[src/md5s_pkg.sv]
// ============================================================================
// md5s_pkg: shared types and constants for the streaming MD5 hasher
// Holds the initial chaining values, the round table and the block command.
// ============================================================================
package md5s_pkg;

   localparam logic [31:0] INIT_A = 32'h67452301;
   localparam logic [31:0] INIT_B = 32'hEFCDAB89;
   localparam logic [31:0] INIT_C = 32'h98BADCFE;
   localparam logic [31:0] INIT_D = 32'h10325476;

   localparam int QUEUE_DEPTH_DEFAULT = 2;

   // one block handed from the front to the core
   typedef struct packed {
      logic [511:0] block;   // byte i at bits [8*i+7:8*i]
      logic         final_blk; // emit digest and reload after this block
   } blk_cmd_type;

   function automatic logic [31:0] round_add(input logic [5:0] i);
      logic [31:0] t [64];
      t = '{
         32'hD76AA478, 32'hE8C7B756, 32'h242070DB, 32'hC1BDCEEE,
         32'hF57C0FAF, 32'h4787C62A, 32'hA8304613, 32'hFD469501,
         32'h698098D8, 32'h8B44F7AF, 32'hFFFF5BB1, 32'h895CD7BE,
         32'h6B901122, 32'hFD987193, 32'hA679438E, 32'h49B40821,
         32'hF61E2562, 32'hC040B340, 32'h265E5A51, 32'hE9B6C7AA,
         32'hD62F105D, 32'h02441453, 32'hD8A1E681, 32'hE7D3FBC8,
         32'h21E1CDE6, 32'hC33707D6, 32'hF4D50D87, 32'h455A14ED,
         32'hA9E3E905, 32'hFCEFA3F8, 32'h676F02D9, 32'h8D2A4C8A,
         32'hFFFA3942, 32'h8771F681, 32'h6D9D6122, 32'hFDE5380C,
         32'hA4BEEA44, 32'h4BDECFA9, 32'hF6BB4B60, 32'hBEBFBC70,
         32'h289B7EC6, 32'hEAA127FA, 32'hD4EF3085, 32'h04881D05,
         32'hD9D4D039, 32'hE6DB99E5, 32'h1FA27CF8, 32'hC4AC5665,
         32'hF4292244, 32'h432AFF97, 32'hAB9423A7, 32'hFC93A039,
         32'h655B59C3, 32'h8F0CCC92, 32'hFFEFF47D, 32'h85845DD1,
         32'h6FA87E4F, 32'hFE2CE6E0, 32'hA3014314, 32'h4E0811A1,
         32'hF7537E82, 32'hBD3AF235, 32'h2AD7D2BB, 32'hEB86D391};
      return t[i];
   endfunction

   function automatic logic [4:0] rot_amt(input logic [5:0] i);
      logic [4:0] t [16];
      t = '{5'd7, 5'd12, 5'd17, 5'd22, 5'd5, 5'd9, 5'd14, 5'd20,
            5'd4, 5'd11, 5'd16, 5'd23, 5'd6, 5'd10, 5'd15, 5'd21};
      return t[{i[5:4], i[1:0]}];
   endfunction

   // message word index used by round i
   function automatic logic [3:0] word_sel(input logic [5:0] i);
      logic [3:0] g;
      unique case (i[5:4])
         2'd0: g = i[3:0];
         2'd1: g = 4'(5 * i[3:0] + 1);
         2'd2: g = 4'(3 * i[3:0] + 5);
         default: g = 4'(7 * i[3:0]);
      endcase
      return g;
   endfunction

endpackage

[src/md5s_front.sv]
// ============================================================================
// md5s_front: byte collector and padder
// Gathers bytes into a block, counts the length, pads at end of message and
// pushes full blocks into the command queue.
// ============================================================================
module md5s_front
   import md5s_pkg::*;
(
   input  logic        clock,
   input  logic        reset,
   input  logic        req_push,
   output logic        req_full,
   input  logic [7:0]  req_data_byte,
   input  logic        req_byte_present,
   input  logic        req_is_last,
   output logic        cmd_valid,
   input  logic        cmd_ready,
   output blk_cmd_type cmd
);

   typedef enum logic [2:0] {
      ST_COLLECT = 3'b001,
      ST_PAD1    = 3'b010,
      ST_PAD2    = 3'b100
   } state_type;

   state_type    state_ff, state_in;
   logic [511:0] buf_ff, buf_in;
   logic [60:0]  count_ff, count_in;
   logic         cmd_valid_ff, cmd_valid_in;
   blk_cmd_type  cmd_ff, cmd_in;
   logic [5:0]   pos;
   logic [63:0]  bits;
   logic         take;
   logic         slot_free;

   assign pos       = count_ff[5:0];
   assign bits      = {count_ff, 3'b000};
   assign slot_free = !cmd_valid_ff || cmd_ready;
   assign req_full  = (state_ff != ST_COLLECT) || !slot_free;
   assign take      = req_push && !req_full;
   assign cmd_valid = cmd_valid_ff;
   assign cmd       = cmd_ff;

   always_comb begin
      logic [511:0] b;
      state_in     = state_ff;
      buf_in       = buf_ff;
      count_in     = count_ff;
      cmd_valid_in = cmd_valid_ff && !cmd_ready;
      cmd_in       = cmd_ff;
      b            = buf_ff;
      unique case (state_ff)
         ST_COLLECT: begin
            if (take) begin
               if (req_byte_present) begin
                  b[8*pos +: 8] = req_data_byte;
                  buf_in   = b;
                  count_in = count_ff + 61'd1;
                  if (pos == 6'd63) begin
                     cmd_valid_in    = 1'b1;
                     cmd_in.block    = b;
                     cmd_in.final_blk = 1'b0;
                  end
               end
               if (req_is_last) begin
                  buf_in = b;
                  state_in = ST_PAD1;
               end
            end
         end
         ST_PAD1: begin
            // pad the partial block; length fits only below byte 56
            if (slot_free) begin
               for (int k = 0; k < 64; k++) begin
                  if (k == pos) b[8*k +: 8] = 8'h80;
                  else if (k > pos) b[8*k +: 8] = 8'h00;
               end
               cmd_valid_in = 1'b1;
               if (pos < 6'd56) begin
                  b[511:448]      = bits;
                  cmd_in.final_blk = 1'b1;
                  state_in        = ST_COLLECT;
                  count_in        = '0;
               end else begin
                  cmd_in.final_blk = 1'b0;
                  state_in        = ST_PAD2;
               end
               cmd_in.block = b;
            end
         end
         ST_PAD2: begin
            if (slot_free) begin
               cmd_valid_in     = 1'b1;
               cmd_in.block     = {bits, 448'd0};
               cmd_in.final_blk = 1'b1;
               state_in         = ST_COLLECT;
               count_in         = '0;
            end
         end
         default: state_in = ST_COLLECT;
      endcase
   end

   always_ff @(posedge clock) begin
      if (reset) begin
         state_ff     <= ST_COLLECT;
         count_ff     <= '0;
         cmd_valid_ff <= 1'b0;
      end else begin
         state_ff     <= state_in;
         count_ff     <= count_in;
         cmd_valid_ff <= cmd_valid_in;
      end
      buf_ff <= buf_in;
      cmd_ff <= cmd_in;
   end

endmodule

[src/md5s_queue.sv]
// ============================================================================
// md5s_queue: block command queue
// Short FIFO that decouples the padder from the compression core.
// ============================================================================
module md5s_queue
   import md5s_pkg::*;
#(
   parameter int DEPTH = QUEUE_DEPTH_DEFAULT
) (
   input  logic        clock,
   input  logic        reset,
   input  logic        in_valid,
   output logic        in_ready,
   input  blk_cmd_type in_cmd,
   output logic        out_valid,
   input  logic        out_ready,
   output blk_cmd_type out_cmd
);

   localparam int AW = (DEPTH > 1) ? $clog2(DEPTH) : 1;

   blk_cmd_type      mem_ff [DEPTH];
   logic [AW-1:0]    wr_ff, wr_in, rd_ff, rd_in;
   logic [AW:0]      cnt_ff, cnt_in;
   logic             wr_en, rd_en;

   assign in_ready  = cnt_ff != (AW+1)'(DEPTH);
   assign out_valid = cnt_ff != '0;
   assign wr_en     = in_valid && in_ready;
   assign rd_en     = out_valid && out_ready;
   assign out_cmd   = mem_ff[rd_ff];

   always_comb begin
      wr_in  = wr_en ? ((wr_ff == AW'(DEPTH - 1)) ? '0 : wr_ff + 1'b1) : wr_ff;
      rd_in  = rd_en ? ((rd_ff == AW'(DEPTH - 1)) ? '0 : rd_ff + 1'b1) : rd_ff;
      cnt_in = cnt_ff + (AW+1)'(wr_en) - (AW+1)'(rd_en);
   end

   always_ff @(posedge clock) begin
      if (reset) begin
         wr_ff  <= '0;
         rd_ff  <= '0;
         cnt_ff <= '0;
      end else begin
         wr_ff  <= wr_in;
         rd_ff  <= rd_in;
         cnt_ff <= cnt_in;
      end
      if (wr_en) mem_ff[wr_ff] <= in_cmd;
   end

endmodule

[src/md5s_core.sv]
// ============================================================================
// md5s_core: MD5 compression core
// Runs one round per cycle over a queued block, folds the result into the
// chaining words and hands out the digest words after a final block.
// ============================================================================
module md5s_core
   import md5s_pkg::*;
(
   input  logic        clock,
   input  logic        reset,
   input  logic        cmd_valid,
   output logic        cmd_ready,
   input  blk_cmd_type cmd,
   output logic        rsp_empty,
   input  logic        rsp_pop,
   output logic [31:0] rsp_digest_word,
   output logic [1:0]  rsp_word_index,
   output logic        rsp_last_word
);

   typedef enum logic [3:0] {
      ST_IDLE  = 4'b0001,
      ST_ROUND = 4'b0010,
      ST_FOLD  = 4'b0100,
      ST_EMIT  = 4'b1000
   } state_type;

   state_type    state_ff, state_in;
   logic [31:0]  h_ff [4];
   logic [31:0]  h_in [4];
   logic [31:0]  a_ff, b_ff, c_ff, d_ff, a_in, b_in, c_in, d_in;
   logic [5:0]   rnd_ff, rnd_in;
   logic         fin_ff, fin_in;
   logic [1:0]   idx_ff, idx_in;
   logic [31:0]  f, w, sum, rot;
   logic [4:0]   s;
   logic [3:0]   g;

   assign cmd_ready       = state_ff == ST_IDLE;
   assign rsp_empty       = state_ff != ST_EMIT;
   assign rsp_digest_word = h_ff[idx_ff];
   assign rsp_word_index  = idx_ff;
   assign rsp_last_word   = idx_ff == 2'd3;

   always_comb begin
      unique case (rnd_ff[5:4])
         2'd0: f = d_ff ^ (b_ff & (c_ff ^ d_ff));
         2'd1: f = c_ff ^ (d_ff & (b_ff ^ c_ff));
         2'd2: f = b_ff ^ c_ff ^ d_ff;
         default: f = c_ff ^ (b_ff | ~d_ff);
      endcase
      g   = word_sel(rnd_ff);
      w   = cmd.block[32*g +: 32];
      s   = rot_amt(rnd_ff);
      sum = a_ff + f + round_add(rnd_ff) + w;
      rot = (sum << s) | (sum >> (6'd32 - {1'b0, s}));
   end

   always_comb begin
      state_in = state_ff;
      a_in = a_ff; b_in = b_ff; c_in = c_ff; d_in = d_ff;
      rnd_in = rnd_ff;
      fin_in = fin_ff;
      idx_in = idx_ff;
      h_in   = h_ff;
      unique case (state_ff)
         ST_IDLE: begin
            if (cmd_valid) begin
               a_in = h_ff[0]; b_in = h_ff[1]; c_in = h_ff[2]; d_in = h_ff[3];
               rnd_in   = '0;
               fin_in   = cmd.final_blk;
               state_in = ST_ROUND;
            end
         end
         ST_ROUND: begin
            // block stays at the queue head through the last round
            a_in = d_ff; d_in = c_ff; c_in = b_ff;
            b_in = b_ff + rot;
            rnd_in = rnd_ff + 6'd1;
            if (rnd_ff == 6'd63) state_in = ST_FOLD;
         end
         ST_FOLD: begin
            h_in[0] = h_ff[0] + a_ff;
            h_in[1] = h_ff[1] + b_ff;
            h_in[2] = h_ff[2] + c_ff;
            h_in[3] = h_ff[3] + d_ff;
            idx_in  = '0;
            state_in = fin_ff ? ST_EMIT : ST_IDLE;
         end
         ST_EMIT: begin
            if (rsp_pop) begin
               idx_in = idx_ff + 2'd1;
               if (idx_ff == 2'd3) begin
                  h_in[0] = INIT_A; h_in[1] = INIT_B;
                  h_in[2] = INIT_C; h_in[3] = INIT_D;
                  state_in = ST_IDLE;
               end
            end
         end
         default: state_in = ST_IDLE;
      endcase
   end

   always_ff @(posedge clock) begin
      if (reset) begin
         state_ff <= ST_IDLE;
         h_ff[0]  <= INIT_A;
         h_ff[1]  <= INIT_B;
         h_ff[2]  <= INIT_C;
         h_ff[3]  <= INIT_D;
         idx_ff   <= '0;
      end else begin
         state_ff <= state_in;
         h_ff     <= h_in;
         idx_ff   <= idx_in;
      end
      a_ff   <= a_in;
      b_ff   <= b_in;
      c_ff   <= c_in;
      d_ff   <= d_in;
      rnd_ff <= rnd_in;
      fin_ff <= fin_in;
   end

endmodule

[src/md5_stream_hash.sv]
// ============================================================================
// md5_stream_hash: streaming MD5 message hasher
// Byte-wide message input, four-word digest output per message.
// ============================================================================
// Usage:
//  Input: drive req_data_byte / req_byte_present / req_is_last with req_push;
//  a transfer happens on a clock edge with req_push high and req_full low.
//  Set req_is_last on the final byte (or on an item with no byte to close
//  an empty or already-fed message).
//  Output: while rsp_empty is low the oldest digest word sits on
//  rsp_digest_word / rsp_word_index / rsp_last_word; rsp_pop takes it.
//  Four words per message, A first, rsp_last_word on D.
// Timing:
//  The front takes one byte per cycle while req_full is low; a full block goes
//  into the block queue (two entries by default). For each block the core
//  loads the chaining words, runs the 64 rounds, one round per cycle, and
//  folds the result. Padding adds one or two blocks at end of message.
// Reset: clears counts and queue, reloads the initial chaining words.
// Stall: while the receiver holds off pop the core waits in its output
//  state; the queue then fills and req_full rises.
// ============================================================================
module md5_stream_hash
   import md5s_pkg::*;
#(
   parameter int QUEUE_DEPTH = QUEUE_DEPTH_DEFAULT
) (
   input  logic        clock,
   input  logic        reset,
   input  logic        req_push,
   output logic        req_full,
   input  logic [7:0]  req_data_byte,
   input  logic        req_byte_present,
   input  logic        req_is_last,
   output logic        rsp_empty,
   input  logic        rsp_pop,
   output logic [31:0] rsp_digest_word,
   output logic [1:0]  rsp_word_index,
   output logic        rsp_last_word
);

   logic        f_valid, f_ready, q_valid, q_ready, core_idle;
   blk_cmd_type f_cmd, q_cmd;

   md5s_front u_front (
      .clock, .reset, .req_push, .req_full, .req_data_byte,
      .req_byte_present, .req_is_last,
      .cmd_valid(f_valid), .cmd_ready(f_ready), .cmd(f_cmd)
   );

   // advance the queue head only when the core has run its last round
   md5s_queue #(.DEPTH(QUEUE_DEPTH)) u_queue (
      .clock, .reset,
      .in_valid(f_valid), .in_ready(f_ready), .in_cmd(f_cmd),
      .out_valid(q_valid), .out_ready(q_ready), .out_cmd(q_cmd)
   );

   md5s_core u_core (
      .clock, .reset,
      .cmd_valid(q_valid), .cmd_ready(core_idle), .cmd(q_cmd),
      .rsp_empty, .rsp_pop, .rsp_digest_word, .rsp_word_index, .rsp_last_word
   );

   // the core reads the head block through all 64 rounds: mark the start,
   // count the rounds and release the head at the edge that ends round 63
   logic       busy_ff, busy_in;
   logic [6:0] cnt_ff, cnt_in;

   always_comb begin
      busy_in = busy_ff;
      cnt_in  = cnt_ff;
      q_ready = 1'b0;
      if (!busy_ff) begin
         if (q_valid && core_idle) begin
            busy_in = 1'b1;
            cnt_in  = '0;
         end
      end else begin
         cnt_in = cnt_ff + 7'd1;
         if (cnt_ff == 7'd63) begin
            q_ready = 1'b1;
            busy_in = 1'b0;
         end
      end
   end

   always_ff @(posedge clock) begin
      if (reset) begin
         busy_ff <= 1'b0;
         cnt_ff  <= '0;
      end else begin
         busy_ff <= busy_in;
         cnt_ff  <= cnt_in;
      end
   end

endmodule
[config.mk]
export PLATFORM = sky130hd
export DESIGN_NAME = md5_stream_hash
export DESIGN_NICKNAME = d
export VERILOG_FILES = /design/src/md5s_pkg.sv /design/src/md5s_front.sv /design/src/md5s_queue.sv /design/src/md5s_core.sv /design/src/md5_stream_hash.sv
export SDC_FILE = /design/constraint.sdc
export NUM_CORES = 2
export LEC_CHECK = 0
export BUFFER_PORTS_ARGS = -buffer_cell sky130_fd_sc_hd__buf_2
export CAP_MARGIN = 20
export CORE_MARGIN = 1.5
export CORE_UTILIZATION = 35
export DETAILED_ROUTE_END_ITERATION = 10
export PLACE_DENSITY = 0.47
export SLEW_MARGIN = 20
export SYNTH_ARGS = -nofsm -noshare
export SYNTH_HDL_FRONTEND = slang
export SYNTH_SLANG_ARGS = --single-unit
[constraint.sdc]
create_clock -name clock -period 75.9 [get_ports clock]
set_clock_uncertainty 0.2 [all_clocks]
set_input_delay 15.18 -clock clock [delete_from_list [all_inputs] [get_ports clock]]
set_output_delay 15.18 -clock clock [all_outputs]
set_load 0.03 [all_outputs]
== After elaboration in Yosys (flattened, before gate mapping) ==
Memory sizes are Yosys's and may differ from the RTL's. A register that Yosys moved wholly into a read port is not among the register bits.
Index checks and enable logic that the tools add are counted.
Cells by class
  multiplexer cells: 196
  $add $sub $neg: 20
  $mul: 3
  reduce and logical (&&, ||, !) cells: 28
  shift operators: 5
  bitwise operators: 14
  equal/unequal tests: 90
  $lt $le $gt $ge: 67
Operators with widths (number)
  513-bit 2-to-1 mux: 5
  513-bit case mux with 3 select lines: 1
  8-bit 2-to-1 mux: 127
  512-bit bitwise mux: 1
  8-bit by 34-bit variable shift with 512-bit output, first input constant: 1
  512-bit by 10-bit variable part select with 32-bit output: 1
  8-bit by 34-bit variable part select with 512-bit output: 1
  61-bit 2-to-1 mux: 5
  32-bit adder: 8
  128-bit 2-to-1 mux: 2
  32-bit 2-to-1 mux: 8
  128-bit case mux with 2 select lines: 1
  32-bit case mux with 2 select lines: 4
  6-bit equality test, first input constant: 32
  6-bit > comparator, first input constant: 32
  32-bit XOR: 6
  61-bit case mux with 3 select lines: 1
  5-bit by 6-bit equality test with 1-bit output, first input constant: 16
  5-bit by 6-bit > comparator with 1-bit output, first input constant: 16
  32-bit case mux with 3 select lines: 1
  32-bit AND: 2
  32-bit binary-select mux with 2-bit select: 1
  64-bit 2-to-1 mux: 1
  32-bit OR: 2
  71 further kinds: 148
Word-level totals
  flip-flop bits (word level): 1371
  memory bits (writable): 1026
  logic and storage cells: 449
  bits in read-only memories: 2128
  memories kept: 3
Memories
  (name not given): words 64, width 32, read ports 1, clocked after memory_dff 0, write ports 0, line md5s_pkg.sv:39  | return t[i];
  u_queue.mem_ff: words 2, width 513, read ports 1, clocked after memory_dff 1, write ports 1, line md5s_queue.sv:22  | blk_cmd_type mem_ff [DEPTH];
  (name not given): words 16, width 5, read ports 1, clocked after memory_dff 0, write ports 0, line md5s_pkg.sv:46  | return t[{i[5:4], i[1:0]}];

== Longest topological paths before layout ==
  depth in word-level cells: 11
  depth in mapped cells: 47
  mapped depth without buffers: 43

== By module ==
Synthesis repeated with hierarchy kept, for this count alone.
Unflattened totals
  cells, all modules: 9873
  area, all modules: 120150.2 um2
Modules (own cells, without submodules)
  md5s_front: seq. area each 32080.8 um2, instances 1, cells an instance 3932, area each 48235.0 um2
  md5s_queue: seq. area each 30909.6 um2, instances 1, cells an instance 1625, area each 37459.7 um2
  md5s_core: seq. area each 6736.5 um2, instances 1, cells an instance 4277, area each 34088.9 um2
  md5_stream_hash: seq. area each 160.2 um2, instances 1, cells an instance 39, area each 366.6 um2

== Worst setup path after synthesis ==
OpenSTA, ideal clock, no wires.
  kind: input port to flip-flop
  from: input port req_byte_present
  to: register u_front.cmd_ff, in the netlist u_front.cmd[0] (enable)
  setup slack: 37.759 ns
  setup time: 1.404 ns
  data arrival time: 36.537 ns
  stages: 2
  path through: a41oi_1 nor2_1
Between the ends
  cells in the longest elaborated chain, start to end: 2
Ends and longest elaborated chain
  start, declared: line md5_stream_hash.sv:32  | input logic req_byte_present,
  2-bit != test (no source line)
  6-bit AND reduction (no source line)
  end signal, assigned: line md5s_front.sv:116  | cmd_ff <= cmd_in;
  end, declared: line md5s_front.sv:31  | blk_cmd_type cmd_ff, cmd_in;
Every way passes these cells.
A chain may end at the register's enable or synchronous reset.

== Worst setup path after layout ==
  from: register u_core.idx_ff[1], in the netlist u_core.rsp_word_index[1]
  to: output port rsp_digest_word[5]
Between the ends
  cells in the longest elaborated chain, start to end: 4
Ends and longest elaborated chain
  start, declared: line md5s_core.sv:34  | logic [1:0] idx_ff, idx_in;
  start signal, assigned: line md5s_core.sv:115  | idx_ff <= idx_in;
  2-bit NOT with 3-bit output (not written as such): line md5s_core.sv:41  | assign rsp_digest_word = h_ff[idx_ff];
  32-bit binary-select mux with 2-bit select: line md5s_core.sv:41
  32-bit 2-to-1 mux (not written as such) (2 in series): line md5s_core.sv:41
  end, declared: line md5_stream_hash.sv:36  | output logic [31:0] rsp_digest_word,
Every way passes these cells. The select of a mux whose other input is x is not followed.

==> flow_summary.yaml <==
synth:
  post_synth_adder_cell_area_pct: 3.989
  yosys-mux-area-fraction_pct: 10.04
  synth_top_family_by_area: "compound AO/OA/AOI/OAI gates"
  synth.net_count: 9392
  yosys.cell_count.top_type: "sky130_fd_sc_hd__edfxtp_1"
  post-synth-top-area-fraction_pct: 56.32
  synth_enable_flop_cells: 2186
  synth_top_cells_by_count: "sky130_fd_sc_hd__edfxtp_1, sky130_fd_sc_hd__nand2_1, sky130_fd_sc_hd__nor2_1"
  fraction_of_registers_with_async_set_reset_pct: 0
  post_synthesis_compound_gate_area_fraction_pct: 12.91
  synthCells: 9075
  ys_types: 96
  yosysWarningCount: 0
  synth_top_cells_by_area: "sky130_fd_sc_hd__edfxtp_1, sky130_fd_sc_hd__mux4_2, sky130_fd_sc_hd__dfxtp_1"
  syn_avg_cell_area_um2: 12.84
  ys_dominant_reg_cell: "sky130_fd_sc_hd__edfxtp_1"
  postSynthRegisterBits: 2398
  netlist_area_before_placement_um2: 116500
  synth.largest_area_cell: "sky130_fd_sc_hd__edfxtp_1"
  synth_simple_gate_area_share_pct: 8.688
  synth-seq-area-share_pct: 59.96
  synthXorXnorAreaFrac_pct: 1.958
timing:
  final-setup-viol-count: 0
  fin_crit_sh_pct: 24.25
  finalHoldViolations: 0
  finalCriticalPeriod_ns: 18.41
  fmax_mhz: 54.32
  relSlewSlack_pct: 19.94
  finalMaxSlewViolations: 0
  worst_slew_pin_slew_ns: 1.196
  unrepaired_setup_endpoints_after_global_routing: "false"
  setup_total_negative_slack_ns: 0
die:
  io-pin-count: 51
  floorplan.core_area_um2: 330800
  chipWidth_um: 580.1
  die_height_um: 580.1
  start_util_pct: 35.23
  die-area_um2: 336500
  placementRows: 211
route:
  detail_route.first_pass.iterations: 6
  detailedRoute.firstIterationViolations: 7256
  drt-total-wl_um: 396100
  routedWlPerCell_um: 28.90
  viasPerCell: 5.713
  drt_drc_violations_left: 0
  drt.antenna.violating_nets: 0
  vias: 78310
power_and_ir_drop:
  netSwitchingPower_uw: 1066
  peakVddDrop_uv: 15.69
  leak_pwr_uw: 0.04569
  power.total_uw: 3571
  p_int_uw: 2505
  clockPowerShare_pct: 37.0
  comb_power_share_pct: 20.4
  seq_power_share_pct: 42.6
  p_sw_share_pct: 29.85
  power_per_cell_area_nw_per_um2: 27.21
global_routing:
  grt_start_max_net_pins: 199
  grt.overflow.total: 0
  initial_antenna_violation_count: 11
  grt_first_pass_wirelength_um: 568400
  grt_pass1_vias: 78130
  global_route.usage.total_pct: 22.98
clock_network:
  clock_path_buffers: 4
  cts_htree_levels: 5
  hold_buffers: 0
  cts.root.buffer_cell: "sky130_fd_sc_hd__clkbuf_16"
  cts_sinks: 2398
  cts_tree: "yes"
  clkTransAtPathRegs_ns: 0.06
  worst_skew_pair.late_latency_ns: 0.91
  postCtsResizedCells: 0
  cts_inserted_buffers: 279
  post_cts.repair.setup_buffers: 0
min_path:
  holdCritPathClass: "flop to flop"
placed_design:
  place.gp.congestion: 0.8935
  place_hpwl_um: 266000
  detailed_place.area_um2: 122400
  io_buffer_count: 50
final_layout:
  multi_input_area_um2: 44120
  final_cell_area_um2: 131200
  ff_latch_area_um2: 69890
  finish.net_count: 9431
  drive_gt1_share_pct: 15.03
  fillCellCount: 31050
  synthToLayoutAreaGrowth_pct: 12.60
worst_setup_path:
  crit_type: "flop to output port"
  worst-endpoint-required_ns: 60.52
  crit_path_start_kind: "flop"
  largest_fanout_on_the_critical_path: 20
  worstSetupEndpointType: "output port"
  cp.arrival_ns: 3.03
flow_run:
  max-cap-violations: 0
status:
  run_status: "complete, no violations"
-- stage by stage --
step	hold WS, ns	instances	setup WS, ns	util [%]
final	0.2315	13710	57.49	39.67
after CTS	0.2256	13700	57.41	39.66
after detailed placement	0.2290	13200	56.74	36.99
after global routing	0.2349	13700	57.40	39.67
after floorplan	0.2215	9075	37.76	-
after global placement	0.2238	13200	56.81	36.97
-- worst max-delay path, stage by stage, from the launching register on --
cell	delay [ns]
sky130_fd_sc_hd__dfxtp_2	0.72
sky130_fd_sc_hd__buf_4	0.43
sky130_fd_sc_hd__mux4_2	0.69
sky130_fd_sc_hd__buf_2	0.25
-- cell families after synthesis --
group | after synthesis
flops | 2398
simple gates | 2359
compound gates | 2223
mux | 758
buf+inv | 749
fa+ha+maj | 334
xor+xnor | 254
-- power groups by stage --
stage                     combinational [µW]  sequential, µW  clock (µW)
after floorplan                          471            1580           0
after global placement                   718            1540           0
after detailed placement                 721            1550           0
after CTS                                725            1520        1350
after global routing                     784            1520        1400
final                                    728            1520        1320
-- layout make-up --
type                            instances  area share (%)
Clock buffer                          359           5.675
Inverter                              241          0.6903
Multi-Input combinational cell       5928           33.62
Clock inverter                        139           1.057
Tap cell                             4366           4.163
Timing Repair Buffer                  266           1.521
Antenna cell                           10         0.01907
Sequential cell                      2398           53.26
-- sequential cells by signal, indices dropped and copies added, names as in the netlist, 3 cells and up, named ones only --
name	cells
u_front.state_ff	3
u_core.rnd_ff	6
u_core.state_ff	4
u_core.h_ff	128
u_front.buf_ff	512
u_core.d_ff	32
u_queue.mem_ff	1026
u_front.cmd	513
cnt_ff	7
u_core.a_ff	32
u_core.c_ff	32
u_front.count_ff	61
u_core.b_ff	32
-- layout by cell type, fill, tap and decap left out, types with 50 or more instances in the layout --
cell type	count
sky130_fd_sc_hd__edfxtp_1	2186
sky130_fd_sc_hd__and2_1	61
sky130_fd_sc_hd__nand3_1	171
sky130_fd_sc_hd__nor2b_1	61
sky130_fd_sc_hd__a21oi_1	393
sky130_fd_sc_hd__clkbuf_16	283
sky130_fd_sc_hd__a22oi_1	58
sky130_fd_sc_hd__xor2_1	127
sky130_fd_sc_hd__dfxtp_1	209
sky130_fd_sc_hd__xnor2_1	116
sky130_fd_sc_hd__nor2_1	690
sky130_fd_sc_hd__o21ai_0	531
sky130_fd_sc_hd__ha_1	230
sky130_fd_sc_hd__a22o_1	413
sky130_fd_sc_hd__nand2_1	1035
sky130_fd_sc_hd__clkbuf_1	68
sky130_fd_sc_hd__buf_2	50
sky130_fd_sc_hd__o21a_1	61
sky130_fd_sc_hd__inv_1	233
sky130_fd_sc_hd__fa_1	73
sky130_fd_sc_hd__mux4_2	291
sky130_fd_sc_hd__mux2_2	356
sky130_fd_sc_hd__a211oi_1	132
sky130_fd_sc_hd__a31oi_1	146
sky130_fd_sc_hd__nor3_1	99
sky130_fd_sc_hd__mux2i_1	108
sky130_fd_sc_hd__buf_4	206
sky130_fd_sc_hd__a21o_1	86
sky130_fd_sc_hd__o22ai_1	53
-- path summary, 6_finish.rpt --
kind                            start               endpoint  slack, ns  depth (start not counted)
min reg2reg           u_front.cmd[68]  u_queue.mem_ff[0][68]       0.23                          0
min                   u_front.cmd[68]  u_queue.mem_ff[0][68]       0.23                          0
max reg2reg          u_core.rnd_ff[4]        u_core.b_ff[31]      59.00                         46
max          u_core.rsp_word_index[1]     rsp_digest_word[5]      57.49                          3
-- routing by layer --
layer | part of all wire [%] | wire [µm] | GRT usage [%]
met2 | 48 | 190000 | 38.36
met3 | 5.4 | 21410 | 2.817
met1 | 43 | 170100 | 30.83
met5 | 0.011 | 45 | 0
met4 | 3.7 | 14570 | 8.005
No activity file was read; power rests on OpenSTA's default activity.
